[config.mk]
export PLATFORM = sky130hd
export DESIGN_NAME = button_press_mode_and_led_blinker
export DESIGN_NICKNAME = d
export VERILOG_FILES = /design/src/design/bpm_pkg.sv /design/src/design/bpm_cfg.sv /design/src/design/bpm_core.sv /design/src/design/button_press_mode_and_led_blinker.sv
export SDC_FILE = /design/constraint.sdc
export NUM_CORES = 1
export LEC_CHECK = 0
export ABC_AREA = 1
export BUFFER_PORTS_ARGS = -buffer_cell sky130_fd_sc_hd__buf_2
export CORE_UTILIZATION = 52
export DETAILED_ROUTE_END_ITERATION = 10
export GPL_TIMING_DRIVEN = 0
export PLACE_DENSITY = 0.75
export SETUP_SLACK_MARGIN = 0.4
export SLEW_MARGIN = 20
export SYNTH_ARGS = -nofsm -noshare
export SYNTH_HDL_FRONTEND = slang
export SYNTH_HIERARCHICAL = 1
export SYNTH_SLANG_ARGS = --single-unit
[constraint.sdc]
create_clock -name clk -period 2.9 [get_ports clk]
set_clock_uncertainty 0.05 [all_clocks]
set_input_delay 0.58 -clock clk [delete_from_list [all_inputs] [get_ports clk]]
set_output_delay 0.58 -clock clk [all_outputs]
set_load 0.01 [all_outputs]
[src/design/bpm_pkg.sv]
// Package with the shared types and constants of the button press and LED blink controller.
package bpm_pkg;

  // Event codes carried in the kind field of an input transfer.
  localparam logic [2:0] KIND_EDGE     = 3'd0;
  localparam logic [2:0] KIND_DEBOUNCE = 3'd1;
  localparam logic [2:0] KIND_BLINK    = 3'd2;
  localparam logic [2:0] KIND_SET_LED  = 3'd3;
  localparam logic [2:0] KIND_BLINK_CMD = 3'd4;

  // LED channel numbers.
  localparam int unsigned LED_BLUE  = 0;
  localparam int unsigned LED_GREEN = 1;

  // Configuration register map.
  localparam int unsigned CFG_ADDR_W = 2;
  localparam logic [CFG_ADDR_W-1:0] ADDR_LONG_PRESS = 2'd0;
  localparam logic [15:0] LONG_PRESS_RESET = 16'd50;

  // Fixed values used by the long-press indication, the blink channels and the press counter.
  localparam logic [14:0] INDICATOR_RELOAD = 15'd499;
  localparam logic [7:0]  COUNT_FOREVER    = 8'hFF;
  localparam logic [15:0] PRESS_MAX        = 16'hFFFF;

  typedef struct packed {
    logic [2:0]        kind;
    logic              button_released;
    logic              led_index;
    logic              led_turn_on;
    logic [15:0]       blink_period_ms;
    logic signed [7:0] blinks_wanted;
  } in_data_t;

  typedef struct packed {
    logic        blue_lit;
    logic        green_lit;
    logic        measure_start;
    logic        mode_wireless;
    logic        blink_timer_on;
    logic [14:0] blink_reload;
    logic        debounce_timer_on;
  } out_data_t;

endpackage

[src/design/bpm_cfg.sv]
// APB-style configuration register block holding the long-press threshold.
module bpm_cfg (
  input  logic                              clk,
  input  logic                              rst_n,
  input  logic                              cfg_psel,
  input  logic                              cfg_penable,
  input  logic                              cfg_pwrite,
  input  logic [bpm_pkg::CFG_ADDR_W-1:0]    cfg_paddr,
  input  logic [31:0]                       cfg_pwdata,
  output logic [31:0]                       cfg_prdata,
  output logic                              cfg_pready,
  output logic [15:0]                       long_press_ticks
);

  logic [15:0] long_press_r;
  logic        wr_en;

  assign cfg_pready = 1'b1;
  assign wr_en = cfg_psel && cfg_penable && cfg_pwrite && cfg_pready;

  always_ff @(posedge clk) begin
    if (!rst_n) begin
      long_press_r <= bpm_pkg::LONG_PRESS_RESET;
    end else if (wr_en && (cfg_paddr == bpm_pkg::ADDR_LONG_PRESS)) begin
      long_press_r <= cfg_pwdata[15:0];
    end
  end

  always_comb begin
    cfg_prdata = 32'd0;
    if (cfg_paddr == bpm_pkg::ADDR_LONG_PRESS) begin
      cfg_prdata = {16'd0, long_press_r};
    end
  end

  assign long_press_ticks = long_press_r;

endmodule

[src/design/bpm_core.sv]
// Event processing core: press timing, transfer mode, blink channels and green priority.
module bpm_core (
  input  logic                clk,
  input  logic                rst_n,
  input  logic                step_en,
  input  bpm_pkg::in_data_t   item,
  input  logic [15:0]         long_press_ticks,
  output bpm_pkg::out_data_t  result
);

  logic              deb_r,     deb_nxt;
  logic [15:0]       press_r,   press_nxt;
  logic              mode_r,    mode_nxt;
  logic [1:0]        req_r,     req_nxt;
  logic [1:0]        phase_r,   phase_nxt;
  logic [1:0]        en_r,      en_nxt;
  logic [1:0][7:0]   left_r,    left_nxt;
  logic              green_r,   green_nxt;
  logic              run_r,     run_nxt;
  logic [14:0]       reload_r,  reload_nxt;
  logic              pulse;
  logic [15:0]       press_inc;

  always_comb begin
    deb_nxt    = deb_r;
    press_nxt  = press_r;
    mode_nxt   = mode_r;
    req_nxt    = req_r;
    phase_nxt  = phase_r;
    en_nxt     = en_r;
    left_nxt   = left_r;
    green_nxt  = green_r;
    run_nxt    = run_r;
    reload_nxt = reload_r;
    pulse      = 1'b0;
    press_inc  = press_r;

    case (item.kind)
      bpm_pkg::KIND_EDGE: begin
        deb_nxt = 1'b1;
      end
      bpm_pkg::KIND_DEBOUNCE: begin
        if (deb_r) begin
          if (!item.button_released && (press_r != bpm_pkg::PRESS_MAX)) begin
            press_inc = press_r + 16'd1;
          end
          press_nxt = press_inc;
          if (item.button_released || (press_inc > long_press_ticks)) begin
            pulse = (press_inc != 16'd0) && (press_inc <= long_press_ticks);
            if (press_inc > long_press_ticks) begin
              mode_nxt = ~mode_r;
              req_nxt[bpm_pkg::LED_GREEN] = 1'b0;
              reload_nxt = bpm_pkg::INDICATOR_RELOAD;
              run_nxt = 1'b1;
              en_nxt[bpm_pkg::LED_BLUE] = 1'b1;
              left_nxt[bpm_pkg::LED_BLUE] = (~mode_r) ? 8'd2 : 8'd1;
            end
            press_nxt = 16'd0;
            deb_nxt = 1'b0;
          end
        end
      end
      bpm_pkg::KIND_BLINK: begin
        for (int ch = 0; ch < 2; ch++) begin
          if ((left_nxt[ch] != 8'd0) && en_nxt[ch]) begin
            if (!phase_nxt[ch]) begin
              req_nxt[ch]   = 1'b1;
              phase_nxt[ch] = 1'b1;
            end else begin
              req_nxt[ch]   = 1'b0;
              phase_nxt[ch] = 1'b0;
              if (left_nxt[ch] != bpm_pkg::COUNT_FOREVER) begin
                left_nxt[ch] = left_nxt[ch] - 8'd1;
                if (left_nxt[ch] == 8'd0) begin
                  en_nxt[ch] = 1'b0;
                  if (en_nxt == 2'b00) begin
                    run_nxt = 1'b0;
                  end
                end
              end
            end
          end
        end
      end
      bpm_pkg::KIND_SET_LED: begin
        req_nxt[item.led_index] = item.led_turn_on;
      end
      bpm_pkg::KIND_BLINK_CMD: begin
        if (item.led_turn_on) begin
          reload_nxt = (item.blink_period_ms >= 16'd2) ?
                       (item.blink_period_ms[15:1] - 15'd1) : 15'd0;
          run_nxt = 1'b1;
          en_nxt[item.led_index] = 1'b1;
          left_nxt[item.led_index] = $unsigned(item.blinks_wanted);
        end else begin
          en_nxt[item.led_index] = 1'b0;
          left_nxt[item.led_index] = 8'd0;
          if (en_nxt == 2'b00) begin
            run_nxt = 1'b0;
          end
        end
      end
      default: begin
      end
    endcase

    // Green may come on only while blue is neither requested nor blinking.
    if (req_nxt[bpm_pkg::LED_GREEN] && !req_nxt[bpm_pkg::LED_BLUE] &&
        !en_nxt[bpm_pkg::LED_BLUE]) begin
      green_nxt = 1'b1;
    end
    if (!req_nxt[bpm_pkg::LED_GREEN]) begin
      green_nxt = 1'b0;
    end
  end

  always_ff @(posedge clk) begin
    if (!rst_n) begin
      deb_r    <= 1'b0;
      press_r  <= 16'd0;
      mode_r   <= 1'b0;
      req_r    <= 2'b00;
      phase_r  <= 2'b00;
      en_r     <= 2'b00;
      left_r   <= '0;
      green_r  <= 1'b0;
      run_r    <= 1'b0;
      reload_r <= 15'd0;
    end else if (step_en) begin
      deb_r    <= deb_nxt;
      press_r  <= press_nxt;
      mode_r   <= mode_nxt;
      req_r    <= req_nxt;
      phase_r  <= phase_nxt;
      en_r     <= en_nxt;
      left_r   <= left_nxt;
      green_r  <= green_nxt;
      run_r    <= run_nxt;
      reload_r <= reload_nxt;
    end
  end

  always_comb begin
    result.blue_lit          = req_nxt[bpm_pkg::LED_BLUE];
    result.green_lit         = green_nxt;
    result.measure_start     = pulse;
    result.mode_wireless     = mode_nxt;
    result.blink_timer_on    = run_nxt;
    result.blink_reload      = reload_nxt;
    result.debounce_timer_on = deb_nxt;
  end

endmodule

[src/design/button_press_mode_and_led_blinker.sv]
// Top level of the button press mode and LED blink controller.
//
//  Channel  | Ports                                  | Direction | Moves
//  ---------+----------------------------------------+-----------+---------------------------
//  input    | in_valid, in_stall, in_data            | in        | one event per transfer
//  result   | out_valid, out_stall, out_data         | out       | one result per event
//  config   | cfg_psel/penable/pwrite/paddr/pwdata.. | in        | long_press_ticks write
//
// Every accepted input transfer yields exactly one result transfer: the event waits in
// the input register, then passes through the core into the result register. One event
// is accepted per cycle while the result side does not stall; the rate is set by the
// single pass through the core's state update. rst_n is synchronous and active low; it
// clears the pipeline valids, all event state and sets the threshold to 50. A stall on
// the result side holds the result register and any waiting event, raising in_stall.
module button_press_mode_and_led_blinker (
  input  logic                            clk,
  input  logic                            rst_n,
  input  logic                            in_valid,
  output logic                            in_stall,
  input  bpm_pkg::in_data_t               in_data,
  output logic                            out_valid,
  input  logic                            out_stall,
  output bpm_pkg::out_data_t              out_data,
  input  logic                            cfg_psel,
  input  logic                            cfg_penable,
  input  logic                            cfg_pwrite,
  input  logic [bpm_pkg::CFG_ADDR_W-1:0]  cfg_paddr,
  input  logic [31:0]                     cfg_pwdata,
  output logic [31:0]                     cfg_prdata,
  output logic                            cfg_pready
);

  logic                s1_valid_r;
  bpm_pkg::in_data_t   s1_data_r;
  logic                out_valid_r;
  bpm_pkg::out_data_t  out_data_r;
  logic                in_take;
  logic                s1_adv;
  logic [15:0]         long_press_ticks;
  bpm_pkg::out_data_t  core_result;

  // The register block holds the threshold; the user must write it only while the block is idle (not enforced here).
  bpm_cfg u_cfg (
    .clk              (clk),
    .rst_n            (rst_n),
    .cfg_psel         (cfg_psel),
    .cfg_penable      (cfg_penable),
    .cfg_pwrite       (cfg_pwrite),
    .cfg_paddr        (cfg_paddr),
    .cfg_pwdata       (cfg_pwdata),
    .cfg_prdata       (cfg_prdata),
    .cfg_pready       (cfg_pready),
    .long_press_ticks (long_press_ticks)
  );

  // The event in the input register moves into the result register whenever that
  // register is empty or is handing off its result in this cycle.
  assign s1_adv   = s1_valid_r && (!out_valid_r || !out_stall);
  assign in_stall = s1_valid_r && !s1_adv;
  assign in_take  = in_valid && !in_stall;

  always_ff @(posedge clk) begin
    if (!rst_n) begin
      s1_valid_r <= 1'b0;
    end else if (in_take) begin
      s1_valid_r <= 1'b1;
    end else if (s1_adv) begin
      s1_valid_r <= 1'b0;
    end
  end

  always_ff @(posedge clk) begin
    if (in_take) begin
      s1_data_r <= in_data;
    end
  end

  // The core commits its state change in the same cycle the result is captured.
  bpm_core u_core (
    .clk              (clk),
    .rst_n            (rst_n),
    .step_en          (s1_adv),
    .item             (s1_data_r),
    .long_press_ticks (long_press_ticks),
    .result           (core_result)
  );

  always_ff @(posedge clk) begin
    if (!rst_n) begin
      out_valid_r <= 1'b0;
    end else if (s1_adv) begin
      out_valid_r <= 1'b1;
    end else if (!out_stall) begin
      out_valid_r <= 1'b0;
    end
  end

  always_ff @(posedge clk) begin
    if (s1_adv) begin
      out_data_r <= core_result;
    end
  end

  assign out_valid = out_valid_r;
  assign out_data  = out_data_r;

  // A short-press pulse always ends the debounce window.
  a_pulse_ends_debounce: assert property (@(posedge clk) disable iff (!rst_n)
    (out_valid_r && out_data_r.measure_start) |-> !out_data_r.debounce_timer_on)
    else $error("measure_start seen while debouncing is still active");

  // The input side only stalls while an event is held in the input register.
  a_stall_needs_item: assert property (@(posedge clk) disable iff (!rst_n)
    in_stall |-> s1_valid_r)
    else $error("in_stall raised with an empty input register");

  // An event that could not advance stays in the input register unchanged.
  a_s1_holds: assert property (@(posedge clk) disable iff (!rst_n)
    (s1_valid_r && !s1_adv) |=> (s1_valid_r && $stable(s1_data_r)))
    else $error("held event in the input register was lost or changed");

endmodule
=== After elaboration in Yosys (flattened, before gate mapping) ===
Index checks and enable logic that the tools add are counted.

* Add/sub/neg operators: 4
* Order comparisons: 5
* Equality and inequality tests: 18
* Muxes and demuxes: 83
* Bitwise operators: 6
* Reduce and logical (&&, ||, !) cells: 40

{| class="wikitable"
|+ Operators with widths
! operator !! count
|-
| $mux 16 || 6
|-
| $mux 8 || 10
|-
| $mux 15 || 5
|-
| $mux 1 || 47
|-
| $pmux 15 s2 || 1
|-
| $pmux 8 s3 || 1
|-
| $ne 2x1->1 const B || 11
|-
| $add 16x1->16 const B || 1
|-
| $and 16x16->16 || 1
|-
| $bwmux 16 || 1
|-
| $ge 16x2->1 const B || 1
|-
| $gt 16x16->1 || 1
|-
| $le 16x16->1 || 1
|-
| $logic_not 8->1 || 2
|-
| $ne 16x16->1 const B || 1
|-
| $ne 8x8->1 const B || 2
|-
| $not 16->16 || 1
|-
| $pmux 8 s2 || 1
|-
| $reduce_bool 16->1 || 1
|-
| $reduce_bool 8->1 || 2
|-
| $sub 8x1->8 const B || 2
|-
| $sub 15x1->15 const B || 1
|-
| $logic_and 1x1->1 || 13
|-
| $reduce_and 3->1 || 4
|-
| other kinds (24) || 39
|}

* Register bits: 126
* Input port bits: 71
* Output and inout bits: 56
* Word-level logic and storage cells: 185

=== Depth between registers and ports, before layout ===
* Depth after elaboration: 14
* Gate-level depth with buffers: 28
* Depth with buffers taken out: 27

=== Modules after synthesis ===
Netlist, hierarchy kept.

{| class="wikitable"
|+ Modules (own cells, without submodules)
! module !! instances !! cells each !! area an instance (um^2) !! sequential area each (um^2)
|-
| bpm_core || 1 || 831 || 4984.8 || 1141.1
|-
| button_press_mode_and_led_blinker || 1 || 64 || 1626.6 || 1571.5
|-
| bpm_cfg || 1 || 157 || 983.4 || 320.3
|}

=== Worst setup path after synthesis ===
OpenSTA, ideal clock, no wires.

* Path type: register to register
* Start point: register u_core.press_r[0]
* End point: register out_data_r, in the netlist out_data[16], data pin
* Library setup time: 251 ps
* Arrival: 2802 ps
* Required time: 2599 ps
* Path slack: -203 ps
* Stages on the path, launching flop included: 25
* Path buffers: 3
* Clock period less this slack: 3103 ps
* Path through: dfxtp_1 ha_1 nand2_2 nor2_4 inv_2 nor2_4 nand3_2 nand2_4 inv_4 buf_6 o21ai_2 inv_1 ha_1 nand2_1 inv_1 o21ai_0 a21oi_1 nor2_1 nand2_1 nand4_1 buf_2 nand3_1 inv_1 nand2_1 buf_4

* Word-level cells in the longest chain between the ends: 10
* Elaborated cells on any way between the ends: 12
* Those cells by class: 1 x add/sub; 1 x order compare; 1 x eq/ne; 7 x mux; 2 x reduce/logical

{| class="wikitable"
|+ Ends and longest elaborated chain
! what !! line !! text
|-
| start, declared || bpm_core.sv:12 || <nowiki>logic [15:0] press_r, press_nxt;</nowiki>
|-
| start signal, assigned || bpm_core.sv:131 || <nowiki>press_r <= press_nxt;</nowiki>
|-
| parallel branches: the longest is 2 deep, another holds $add 16x1->16 || - ||
|-
| $mux 16 (*) || bpm_core.sv:44 || <nowiki>if (!item.button_released && (press_r != bpm_pkg::PRESS_MAX)) begin</nowiki>
|-
| $mux 16 (*) || bpm_core.sv:43 || <nowiki>if (deb_r) begin</nowiki>
|-
| $mux 16 (*) || bpm_core.sv:38 || <nowiki>case (item.kind)</nowiki>
|-
| $gt 16x16->1 (*) || bpm_core.sv:48, bpm_core.sv:50 ||
|-
| $mux 1 or $logic_or 1x1->1 (tied branches) || bpm_core.sv:50, bpm_core.sv:48 ||
|-
| $mux 1 (*) || bpm_core.sv:48 || <nowiki>if (item.button_released || (press_inc > long_press_ticks)) begin</nowiki>
|-
| $mux 1 (*) || bpm_core.sv:43 ||
|-
| $pmux 1 s3 (*) || bpm_core.sv:38 ||
|-
| named net u_core.run_nxt || bpm_core.sv:19 || <nowiki>logic run_r, run_nxt;</nowiki>
|-
| end signal, assigned || button_press_mode_and_led_blinker.sv:100 || <nowiki>out_data_r <= core_result;</nowiki>
|-
| end, declared || button_press_mode_and_led_blinker.sv:36 || <nowiki>bpm_pkg::out_data_t out_data_r;</nowiki>
|}

Mark *: on every way through the listed nets, which the timed path passes. The select of a mux whose other input is x is not followed.
A chain may end at the register's enable or synchronous reset.

=== Final worst setup path ===
* Start point: register u_core.press_r[0]
* End point: register u_core.press_r[7]

* Word-level cells in the longest chain between the ends: 8
* Elaborated cells on any way between the ends: 9
* Those cells by class: 1 x add/sub; 1 x order compare; 1 x eq/ne; 4 x mux; 2 x reduce/logical

{| class="wikitable"
|+ Ends and longest elaborated chain
! what !! line
|-
| parallel branches: the longest is 2 deep, another holds $add 16x1->16 || -
|-
| $mux 16 (*) || bpm_core.sv:44
|-
| $mux 16 (*) || bpm_core.sv:43
|-
| $mux 16 (*) || bpm_core.sv:38
|-
| $gt 16x16->1 || bpm_core.sv:48
|-
| $logic_or 1x1->1 || bpm_core.sv:48
|-
| $mux 16 (*) || bpm_core.sv:48
|}

Mark *: on every way between the ends. The select of a mux whose other input is x is not followed.

==> metrics.md <==
| Metric | Value |
|---|---|
| Status | finished with violations |
| Failing checks | setup timing |
| RSZ-0062 raised after global routing | yes |
| Critical path type | reg2reg |
| WL final | 21.7 mm |
| Leak Pwr | 4.56 nW |
| Hold_ws | 0.281 ns |
| ANT nets after route | 0 |
| Clk root buf | clkbuf_16 |
| Logic pwr share | 0.162 |
| Site row count | 43 |
| Sink Count | 125 |
| Clock latency on the worst-skew pair | roughly 0.42 ns |
| # IOs | about 130 |
| Via Count | 7,667 |
| CORE AREA | 14,000 µm² |
| DR vias/cell | 5.39 |
| Initial antenna violation count | 1 |
| Congestion Overflow GR | 0 |
| Hpwl dp | 14.2 mm |
| Width of the die | between 100 and 150 µm |
| Drt drc | 0 |
| Placed insts | approximately 1,300 |
| Min-delay src | in_data[25] |
| Final hold violation count | 0 |
| Vias in the first global route | 6,818 |
| Post-route insts no fill | 1,423 |
| Tmin final | 3.46 ns |
| Max-Cap Viols | 0 |
| First-pass GRT wire length | 32.7 mm |
| Fraction of power consumed by sequential logic | 0.435 |
| TritonCTS buffer count | 17 |
| CTS H-tree lvls | 4 |
| Fin area | 9820 µm² |
| Relative slew margins | 0.421 |
| Final slew viol count | 0 |
| Placer Congestion | ~0.96 |
| Final Cycle Share | 1.19 |
| Post-DR wirelength/cell | 15.2 µm |
| Crit path from | u_core/press_r[0]$_SDFFE_PN0P_ |
| CP startpoint kind | register |
| Clock power frac | 0.403 |
| Slew @ Worst Pin | ~0.87 ns |
| Avg Synthesized Cell Area | 7.20 µm² |
| Sw Ratio | 0.274 |
| Crit path DAT | 3.74 ns |
| Post-Syn Area | around 7600 µm² |
| CP required | roughly 3.2 ns |
| Dpl cell area | 8400 µm² |
| Final Worst Setup Slack | -0.562 ns |
| Clock Path Buffers | 2 |
| Total power | 0.00454 W |
| CTS Hold Bufs | 0 |
| P_int | roughly 0.0033 W |
| Area growth syn-to-layout | 29.8% |
| Initial core utilization | 0.539 |
| Mapped Cells | 1,051 |
| Share of layout cells above drive strength 1 | 0.267 |
| DIE HEIGHT | 123 µm |
| CTS tree | done |
| FMAX | 289 MHz |
| Syn. warnings | 6 |
| Reg clk slew, reported paths | 0.06 ns |
| RR Startpoint | u_core/press_r[0]$_SDFFE_PN0P_ |
| DRT iter0 DRCs | 791 |
| Sw power | 0.00125 W |
| Setup TNS | -25.79 ns |
| Setup Viol. Count Final | 65 |
| GRT Total Usage | 0.286 |
| Crit path max fanout | 10 |
| DIE AREA | 15,000 µm² |
| PwrDens | 463 nW/µm² |
| # nets final | between 1,000 and 1,500 |
| Largest net degree at the start of global routing | 30 |
| Worst min path class | in2reg |
| Maximum VDD drop | 0.398 mV |
| Input/output buffers | 92 |
| Crit. End Element | register |
| Number of iterations in the first detailed-routing pass | 5 |
[critical path, stage by stage (launching register included)]
cell     delay (ns)
dfxtp_4        0.36
ha_4           0.14
nand2_4        0.05
nor2_4         0.09
inv_2          0.05
nor2_4         0.11
nand3_2        0.10
nand2_4        0.11
buf_12         0.12
nand2_1        0.04
nand2_1        0.12
inv_1          0.10
ha_1           0.32
nand2_1        0.07
inv_1          0.13
nand3_2        0.14
nor2_4         0.19
nand3_2        0.11
nand2_1        0.18
nand2_2        0.09
buf_4          0.15
nor2_4         0.11
buf_6          0.16
nand2_1        0.10
a21oi_1        0.18
[state kept, by name (all words and copies together), names as in the netlist, 2 cells and up]
signal	flops
s1_data_r	29
out_data	21
u_cfg/long_press_ticks	16
u_core/left_r	16
u_core/press_r	16
u_core/reload_r	15
u_core/en_r	2
u_core/phase_r	2
u_core/req_r	2
[layer usage]
metal | track usage | part of all wire
met1 | 0.372 | 0.42
met2 | 0.471 | 0.48
met3 | 0.0572 | 0.071
met5 | 0 | 0
met4 | 0.0968 | 0.032
[cell type report]
class | instances | area (µm²)
clock inverter | 10 | 48.8
multi-input combinational | 711 | 4110
fill | 1140 | 4220
buffer | 55 | 375
inverter | 176 | 663
sequential | 125 | 3020
clock buffer | 22 | 454
timing repair buffer | 143 | 925
antenna | 1 | 2.50
tap | 180 | 225
[what timing repair did]
item / in CTS / in global routing
resized for setup: 78 / 45
pin swaps: 31 / 27
gates cloned: 3 / 0
buffers inserted: 45 / 4
endpoints found under the setup margin: 75 / 69
[cells in the final DEF, fill, tap and decap left out, drive strengths merged]
cell / count
nor3: 17
nor4: 2
conb: 17
nand4: 15
a32o: 3
o2111ai: 1
buf: 179
a221oi: 2
nand2: 213
clkinvlp: 1
a221o: 1
a31oi: 2
o22ai: 2
o211ai: 10
o21a: 2
dfxtp: 75
o21ai: 73
o221ai: 7
nand3: 73
clkbuf: 41
a21oi: 82
o21bai: 1
or2: 2
a22oi: 2
clkinv: 11
nor2: 133
inv: 174
ha: 26
xnor2: 5
o31ai: 1
edfxtp: 50
diode: 1
xor2: 17
nor3b: 1
a21boi: 1
[final timing paths]
| check | end | slack [ns] | cells after the start |
|---|---|---|---|
| setup / recovery | u_core/press_r[7]$_SDFFE_PN0P_ | -0.56 | 24 |
| hold reg to reg | u_core/phase_r[0]$_SDFFE_PN0P_ | 0.44 | 2 |
| setup reg to reg | u_core/press_r[7]$_SDFFE_PN0P_ | -0.56 | 24 |
| hold / removal | s1_data_r[25]$_DFFE_PP_ | 0.28 | 1 |
[per-stage QoR]
stage               setup slack, ns   util
detailed placement           -0.610  0.598
global route                 -0.685  0.699
CTS                          -0.282  0.684
finish                       -0.562  0.699
floorplan                   -0.0482      -
global placement             -0.604  0.597
[power by group through the flow]
stage	registers (W)	logic, W	clock network, W
after floorplan	0.00200	0.000418	0
after global placement	0.00201	0.000588	0
after detailed placement	0.00201	0.000598	0
after CTS	0.00198	0.000679	0.00184
after global routing	0.00199	0.000810	0.00192
final	0.00198	0.000734	0.00183
No activity file was read; power rests on OpenSTA's default activity.
